### config.mk
export PLATFORM = sky130hd
export DESIGN_NAME = rgb_to_hsv_convert_flat
export DESIGN_NICKNAME = d
export VERILOG_FILES = /design/src/rtl/core/rgbhsv_pkg.sv /design/src/rtl/core/rgbhsv_pix_if.sv /design/src/rtl/core/rgbhsv_hsv_if.sv /design/src/rtl/core/rgb_to_hsv_convert.sv /design/src/flat_wrapper.sv
export SDC_FILE = /design/constraint.sdc
export NUM_CORES = 1
export LEC_CHECK = 0
export ABC_AREA = 1
export ABC_CLOCK_PERIOD_IN_PS = 20500
export CORE_MARGIN = 2
export CORE_UTILIZATION = 35
export CTS_CLUSTER_DIAMETER = 30
export DETAILED_ROUTE_END_ITERATION = 7
export DONT_BUFFER_PORTS = 1
export PLACE_DENSITY = 0.47
export SLEW_MARGIN = 40
export SYNTH_ARGS = -nofsm -noshare
export SYNTH_HDL_FRONTEND = slang
export SYNTH_SLANG_ARGS = --single-unit
### constraint.sdc
create_clock -name clk_i -period 20.5 [get_ports clk_i]
set_input_delay 0 -clock clk_i [delete_from_list [all_inputs] [get_ports clk_i]]
set_output_delay 0 -clock clk_i [all_outputs]
set_load 0.01 [all_outputs]
### src/rtl/core/rgbhsv_pkg.sv
`default_nettype none

package rgbhsv_pkg;

  localparam int PixW         = 8;
  localparam int HueW         = 16;
  localparam int SatW         = 16;
  // hue numerator and divisor reach 6 * 255
  localparam int NumW         = PixW + 3;
  localparam int BitsPerStage = 4;
  localparam int NumDivStages = HueW / BitsPerStage;
  localparam int NumStages    = NumDivStages + 1;
  localparam int LastStage    = NumStages - 1;

  typedef logic [PixW-1:0] pix_t;
  typedef logic [NumW-1:0] num_t;

  typedef struct packed {
    pix_t             hi;
    pix_t             sat_rem;
    logic [SatW-1:0]  sat_w;    // dividend bits shift out the top, quotient bits in below
    num_t             hue_rem;
    num_t             hue_div;
    logic [HueW-1:0]  hue_q;
  } stage_t;

  // BitsPerStage restoring division steps on both quotients
  function automatic stage_t div_stage(stage_t s);
    stage_t          o;
    logic [PixW:0]   sr;
    logic [NumW:0]   hr;
    o = s;
    for (int k = 0; k < BitsPerStage; k++) begin
      sr = {o.sat_rem, o.sat_w[SatW-1]};
      o.sat_w = {o.sat_w[SatW-2:0], 1'b0};
      if (sr >= {1'b0, o.hi}) begin
        sr = sr - {1'b0, o.hi};
        o.sat_w[0] = 1'b1;
      end
      o.sat_rem = sr[PixW-1:0];
      hr = {o.hue_rem, 1'b0};
      o.hue_q = {o.hue_q[HueW-2:0], 1'b0};
      if (hr >= {1'b0, o.hue_div}) begin
        hr = hr - {1'b0, o.hue_div};
        o.hue_q[0] = 1'b1;
      end
      o.hue_rem = hr[NumW-1:0];
    end
    return o;
  endfunction

endpackage

`default_nettype wire

### src/rtl/core/rgbhsv_pix_if.sv
`default_nettype none

interface rgbhsv_pix_if
  import rgbhsv_pkg::*;
();
  logic  valid;
  logic  ready;
  pix_t  red;
  pix_t  green;
  pix_t  blue;

  modport source (output valid, output red, output green, output blue, input ready);
  modport sink   (input valid, input red, input green, input blue, output ready);
endinterface

`default_nettype wire

### src/rtl/core/rgbhsv_hsv_if.sv
`default_nettype none

interface rgbhsv_hsv_if
  import rgbhsv_pkg::*;
();
  logic             valid;
  logic             ready;
  logic [HueW-1:0]  hue;
  logic [SatW-1:0]  saturation;
  pix_t             brightness;

  modport source (output valid, output hue, output saturation, output brightness,
                  input ready);
  modport sink   (input valid, input hue, input saturation, input brightness,
                  output ready);
endinterface

`default_nettype wire

### src/rtl/core/rgb_to_hsv_convert.sv
// RGB to HSV pixel converter.
// pix_i takes one 8-bit red/green/blue pixel per transfer (valid/ready);
// hsv_o gives hue (16-bit turn fraction), saturation (16-bit) and
// brightness (largest channel) for each pixel, in input order.
// Throughput: one pixel per clock while hsv_o is ready.
// Max/min and the hue sector are found in the transfer cycle and
// registered, then four stages each resolve four bits of both
// quotients (hue and saturation) with restoring division steps, and
// the last stage offers the result on hsv_o.
// The whole pipeline moves together: when the result in the last stage
// is not taken, every stage holds and pix_i.ready drops, so nothing is
// lost or repeated. Empty stages never block, so a stalled pipeline with
// bubbles only holds as long as the sink holds.
// Reset clears all valid bits; the block keeps no other state and the
// pipeline is ready as soon as reset is released.
`default_nettype none

module rgb_to_hsv_convert
  import rgbhsv_pkg::*;
(
  input  wire           clk_i,
  input  wire           rst_ni,
  rgbhsv_pix_if.sink    pix_i,
  rgbhsv_hsv_if.source  hsv_o
);

  logic    adv;
  logic    valid_q [NumStages];
  stage_t  pipe_q  [NumStages];
  stage_t  pipe_d  [NumStages];

  pix_t                  r, g, b, hi, lo, d;
  num_t                  d_n, div6, numer;
  logic [PixW+SatW-1:0]  sat_num;

  assign adv         = !valid_q[LastStage] || hsv_o.ready;
  assign pix_i.ready = adv;

  // max, min and hue sector
  always_comb begin
    r = pix_i.red;
    g = pix_i.green;
    b = pix_i.blue;
    hi = r;
    if (g > hi) hi = g;
    if (b > hi) hi = b;
    lo = r;
    if (g < lo) lo = g;
    if (b < lo) lo = b;
    d    = hi - lo;
    d_n  = NumW'(d);
    div6 = (d_n << 2) + (d_n << 1);
    if (hi == r) begin
      if (g >= b) numer = NumW'(g) - NumW'(b);
      else        numer = div6 - (NumW'(b) - NumW'(g));
    end else if (hi == g) begin
      numer = (d_n << 1) + NumW'(b) - NumW'(r);
    end else begin
      numer = (d_n << 2) + NumW'(r) - NumW'(g);
    end
    // 65535 * d
    sat_num = {d, SatW'(0)} - (PixW+SatW)'(d);
  end

  always_comb begin
    pipe_d[0].hi      = hi;
    pipe_d[0].sat_rem = sat_num[PixW+SatW-1:SatW];
    pipe_d[0].sat_w   = sat_num[SatW-1:0];
    pipe_d[0].hue_rem = numer;
    pipe_d[0].hue_div = div6;
    pipe_d[0].hue_q   = '0;
    for (int i = 1; i < NumStages; i++) begin
      pipe_d[i] = div_stage(pipe_q[i-1]);
    end
  end

  always_ff @(posedge clk_i or negedge rst_ni) begin
    if (!rst_ni) begin
      for (int i = 0; i < NumStages; i++) valid_q[i] <= 1'b0;
    end else if (adv) begin
      valid_q[0] <= pix_i.valid;
      for (int i = 1; i < NumStages; i++) valid_q[i] <= valid_q[i-1];
    end
  end

  always_ff @(posedge clk_i) begin
    if (adv) begin
      for (int i = 0; i < NumStages; i++) pipe_q[i] <= pipe_d[i];
    end
  end

  // grey pixels have a zero hue divisor, black ones a zero value
  assign hsv_o.valid      = valid_q[LastStage];
  assign hsv_o.hue        = (pipe_q[LastStage].hue_div == '0) ? '0 : pipe_q[LastStage].hue_q;
  assign hsv_o.saturation = (pipe_q[LastStage].hi == '0) ? '0 : pipe_q[LastStage].sat_w;
  assign hsv_o.brightness = pipe_q[LastStage].hi;

  a_stall_blocks_input: assert property (@(posedge clk_i) disable iff (!rst_ni)
    valid_q[LastStage] && !hsv_o.ready |-> !pix_i.ready)
    else $error("input taken while result stalled");

  a_transfer_enters: assert property (@(posedge clk_i) disable iff (!rst_ni)
    pix_i.valid && pix_i.ready |=> valid_q[0])
    else $error("accepted pixel not in first stage");

  a_hue_rem_bound: assert property (@(posedge clk_i) disable iff (!rst_ni)
    valid_q[LastStage] && pipe_q[LastStage].hue_div != '0
      |-> pipe_q[LastStage].hue_rem < pipe_q[LastStage].hue_div)
    else $error("hue remainder out of range");

  a_sat_rem_bound: assert property (@(posedge clk_i) disable iff (!rst_ni)
    valid_q[LastStage] && pipe_q[LastStage].hi != '0
      |-> pipe_q[LastStage].sat_rem < pipe_q[LastStage].hi)
    else $error("saturation remainder out of range");

  a_grey_hue: assert property (@(posedge clk_i) disable iff (!rst_ni)
    hsv_o.valid && hsv_o.saturation == '0 |-> hsv_o.hue == '0)
    else $error("grey pixel with nonzero hue");

endmodule

`default_nettype wire
### src/flat_wrapper.sv
// flat-port wrapper written by rule: the top's interface ports become plain ports
module rgb_to_hsv_convert_flat import rgbhsv_pkg::*;
  (clk_i, rst_ni, pix_i_valid, pix_i_red, pix_i_green, pix_i_blue, pix_i_ready, hsv_o_valid, hsv_o_hue, hsv_o_saturation, hsv_o_brightness, hsv_o_ready);
  rgbhsv_pix_if pix_i_i ();
  rgbhsv_hsv_if hsv_o_i ();
  input  wire clk_i;
  input  wire rst_ni;
  input wire logic [$bits(pix_i_i.valid)-1:0] pix_i_valid;
  input wire logic [$bits(pix_i_i.red)-1:0] pix_i_red;
  input wire logic [$bits(pix_i_i.green)-1:0] pix_i_green;
  input wire logic [$bits(pix_i_i.blue)-1:0] pix_i_blue;
  output wire logic [$bits(pix_i_i.ready)-1:0] pix_i_ready;
  output wire logic [$bits(hsv_o_i.valid)-1:0] hsv_o_valid;
  output wire logic [$bits(hsv_o_i.hue)-1:0] hsv_o_hue;
  output wire logic [$bits(hsv_o_i.saturation)-1:0] hsv_o_saturation;
  output wire logic [$bits(hsv_o_i.brightness)-1:0] hsv_o_brightness;
  input wire logic [$bits(hsv_o_i.ready)-1:0] hsv_o_ready;
  assign pix_i_i.valid = pix_i_valid;
  assign pix_i_i.red = pix_i_red;
  assign pix_i_i.green = pix_i_green;
  assign pix_i_i.blue = pix_i_blue;
  assign pix_i_ready = pix_i_i.ready;
  assign hsv_o_valid = hsv_o_i.valid;
  assign hsv_o_hue = hsv_o_i.hue;
  assign hsv_o_saturation = hsv_o_i.saturation;
  assign hsv_o_brightness = hsv_o_i.brightness;
  assign hsv_o_i.ready = hsv_o_ready;
  rgb_to_hsv_convert u_core (.clk_i(clk_i), .rst_ni(rst_ni), .pix_i(pix_i_i), .hsv_o(hsv_o_i));
endmodule
==> impl_metrics.json <==
{
  "status": "finished, final reports clean",
  "whs_ns": 0.0691,
  "grt_pass1_wl_um": 115000,
  "yosysSeqAreaShare_pct": 31.2,
  "clock_latency_ns": 0.62,
  "post-route-util_pct": 40.4,
  "clk_pin_slew_worst_paths_ns": 0.05,
  "layout-drive-gt1-share_pct": 7.05,
  "critPathRequiredTime_ns": 20.84,
  "ios": 70,
  "syn_avg_cell_area_sq_um": 8.32,
  "antenna_cells": 0,
  "fp.coreArea_sq_um": 75900,
  "grt_overflow": 0,
  "start_util_pct": 35.3,
  "grt_max_degree": 72,
  "slowest_delay_ns": 0.54,
  "finalWirelength_um": 71200,
  "cts.sinks": 279,
  "htree_levels": 3,
  "cts_buffers": 77,
  "crit_arrival_ns": 10.77,
  "root_buffer": "clkbuf_16",
  "port_buffers": 0,
  "fin_skew_ns": 0.0335,
  "syn_inst": 3224,
  "period_share_pct": 50.9,
  "drtPass1Iterations": 5,
  "grt_usage_pct": 18.3,
  "cpMostUsedCell": "a21oi_1",
  "drc": 0,
  "die_w_um": 281,
  "dp_hpwl_um": 57100,
  "post_cts_buffers": 0,
  "fmax_ghz": 0.0959,
  "clk_path_buf_depth": 3,
  "wire_per_inst_um": 16.3,
  "hold_violations": 0,
  "cts-resized-gates": 0,
  "ys_async_sr_fraction_pct": 1.79,
  "min_period_ns": 10.43,
  "worstMarginPinSlew_ns": 0.813,
  "setup_tns_ns": 0,
  "crit_buf_inv": 5,
  "first_global_vias": 22109,
  "finalSetupViolCount": 0,
  "synth-edff-count": 274,
  "netlist_area_sq_um": 26800,
  "holdBufCountCts": 18,
  "maxSlewViolCount": 0,
  "finalWeightedCongestion": 0.887,
  "netlist-cell-type-count": 73,
  "die_area_sq_um": 78800,
  "antenna_found_initial": 1,
  "max_slew_margin_pct": 45.6,
  "rsz0062_at_grt": "false",
  "worst-path-max-fanout": 20,
  "drt_iter0_drc": 1163,
  "crit_path_end_kind": "flip-flop",
  "ys_ff_latch": 279,
  "ant_nets": 0,
  "die_h_um": 281,
  "crit_type": "flip-flop to flip-flop",
  "hold_class": "primary input to flip-flop",
  "vias": 21701,
  "crit_path_start_kind": "flip-flop",
  "cap_violations": 0,
  "slowest_stage": "and2_1",
  "final_area_sq_um": 30700,
  "ys.flop_type": "edfxtp_1",
  "drt-vias-per-instance": 4.98,
  "nets": 3714,
  "synth_nets": 3664,
  "path_delay_family": "compound AO/OA/AOI/OAI gates",
  "dpl-instance-area_sq_um": 27900,
  "row_count": 101,
  "area_growth_pct": 14.3,
  "cts_tree": "yes",
  "fillers": 7555,
  "yosysWarningCount": 0
}
worst paths after layout:
check,startpoint,end,slack (ns),depth (start not counted)
worst max register to register,u_core.pipe_q[0][39]$_DFFE_PP_,u_core.pipe_q[0][100]$_DFFE_PP_,10.07,56
worst min register to register,u_core.pipe_q[0][115]$_DFFE_PP_,u_core.pipe_q[0][189]$_DFFE_PP_,0.41,0
min in group asynchronous,rst_ni,u_core.valid_q[4]$_DFFE_PN0P_,0.23,2
worst min-delay path,pix_i_green[4],u_core.pipe_q[0][31]$_DFFE_PP_,0.07,4
worst max-delay path,u_core.pipe_q[0][39]$_DFFE_PP_,u_core.pipe_q[0][100]$_DFFE_PP_,10.07,56
max in group asynchronous,rst_ni,u_core.valid_q[1]$_DFFE_PN0P_,20.07,2
tightest hold or removal path: stages:
cell	delay, ns
ha_1	0.24
xor2_1	0.10
nand2_1	0.06
a32oi_1	0.09
layer usage:
metal  global-route usage [%]  part of all wire, %  vias up
li1                         -                    -    11145
met1                     24.4                   48    10099
met2                     30.2                   46      367
met3                     2.96                  4.1       88
met4                     5.77                  2.0        2
met5                        0                0.017        -
through the flow:
stage,cells,setup slack [ns]
after floorplan,3224,11.85
after global placement,4207,10.37
after detailed placement,4207,10.20
after CTS,4361,10.16
after global routing,4361,9.06
final,4361,10.07
Yosys cell counts (4+ instances only):
cell type / n / area share, %
nand2_1: 555 / 7.8
inv_1: 426 / 6.0
ha_1: 378 / 18
edfxtp_1: 274 / 31
a21oi_1: 267 / 5.0
o21ai_0: 263 / 4.9
nor2_1: 213 / 3.0
xor2_1: 183 / 6.0
nand3_1: 100 / 1.9
xnor2_1: 78 / 2.5
o21bai_1: 49 / 1.4
nor3_1: 37 / 0.69
o21ai_1: 36 / 0.67
fa_1: 34 / 2.5
nand2_2: 24 / 0.56
nand4_1: 24 / 0.56
inv_2: 22 / 0.31
clkbuf_1: 21 / 0.29
a221oi_1: 15 / 0.49
buf_2: 15 / 0.28
nor4_1: 15 / 0.35
o31ai_1: 15 / 0.42
or2_2: 14 / 0.33
a21o_1: 13 / 0.36
a211oi_1: 12 / 0.34
a31oi_1: 11 / 0.26
buf_4: 9 / 0.25
nand3_2: 9 / 0.34
o21a_1: 8 / 0.22
nand2_4: 7 / 0.29
and2_1: 6 / 0.14
buf_6: 6 / 0.25
a221o_1: 5 / 0.19
dfrtp_1: 5 / 0.47
mux2_2: 5 / 0.21
a2111oi_0: 4 / 0.13
inv_4: 4 / 0.093
o211ai_1: 4 / 0.11
o21ai_2: 4 / 0.13
o21bai_2: 4 / 0.17
o311ai_0: 4 / 0.13
flip-flops by register name (all words and copies together), names as in the netlist:
signal,cells
u_core.pipe_q,274
u_core.hsv_o.valid,1
u_core.valid_q,4
cells by family (layout without fill, tap and decap cells):
logic type	Yosys count	after routing	share of synthesized area, %
simple gates	1018	1018	16.3
mux	5	5	0.210
fa+ha+maj	412	412	20.2
compound gates	735	735	15.7
xor+xnor	266	266	8.95
flops	279	279	31.2
buf+inv	509	616	7.55
final cells by class:
class                      instances  area [sq um]  share of cell area (%)
clock buffer                      82          1950                    6.35
clock inverter                    54           654                    2.13
inverter                         456          1730                    5.63
multi-input combinational       2436         16400                    53.7
sequential                       279          8350                    27.2
tap                             1030          1290                    4.20
timing repair buffer              24           236                   0.771
placed cells by master (no fill, tap or decap), types with 6 or more instances in the layout:
| cell type | Yosys | layout |
|---|---|---|
| o21ai_0 | 263 | 263 |
| a21o_1 | 13 | 13 |
| nand2_4 | 7 | 8 |
| and2_1 | 6 | 6 |
| a211oi_1 | 12 | 12 |
| edfxtp_1 | 274 | 274 |
| xor2_1 | 183 | 183 |
| xnor2_1 | 78 | 78 |
| bufinv_16 | 0 | 9 |
| clkbuf_16 | 0 | 77 |
| clkinvlp_4 | 0 | 12 |
| inv_1 | 426 | 426 |
| nand3_1 | 100 | 100 |
| o21ai_1 | 36 | 36 |
| inv_2 | 22 | 22 |
| a31oi_1 | 11 | 11 |
| nand2_1 | 555 | 554 |
| or2_2 | 14 | 14 |
| nand2_2 | 24 | 24 |
| nor2_1 | 213 | 213 |
| clkinv_2 | 0 | 6 |
| nand3_2 | 9 | 9 |
| a221oi_1 | 15 | 15 |
| clkinv_4 | 1 | 8 |
| dlygate4sd3_1 | 0 | 18 |
| nor4_1 | 15 | 15 |
| o31ai_1 | 15 | 15 |
| o21bai_1 | 49 | 49 |
| nor3_1 | 37 | 36 |
| ha_1 | 378 | 378 |
| a21oi_1 | 267 | 267 |
| o21a_1 | 8 | 8 |
| nand4_1 | 24 | 24 |
| fa_1 | 34 | 34 |
| clkinv_1 | 3 | 17 |
Power is not shown: default switching activity piles up to over one toggle a cycle in this logic, so the estimate is an artifact.
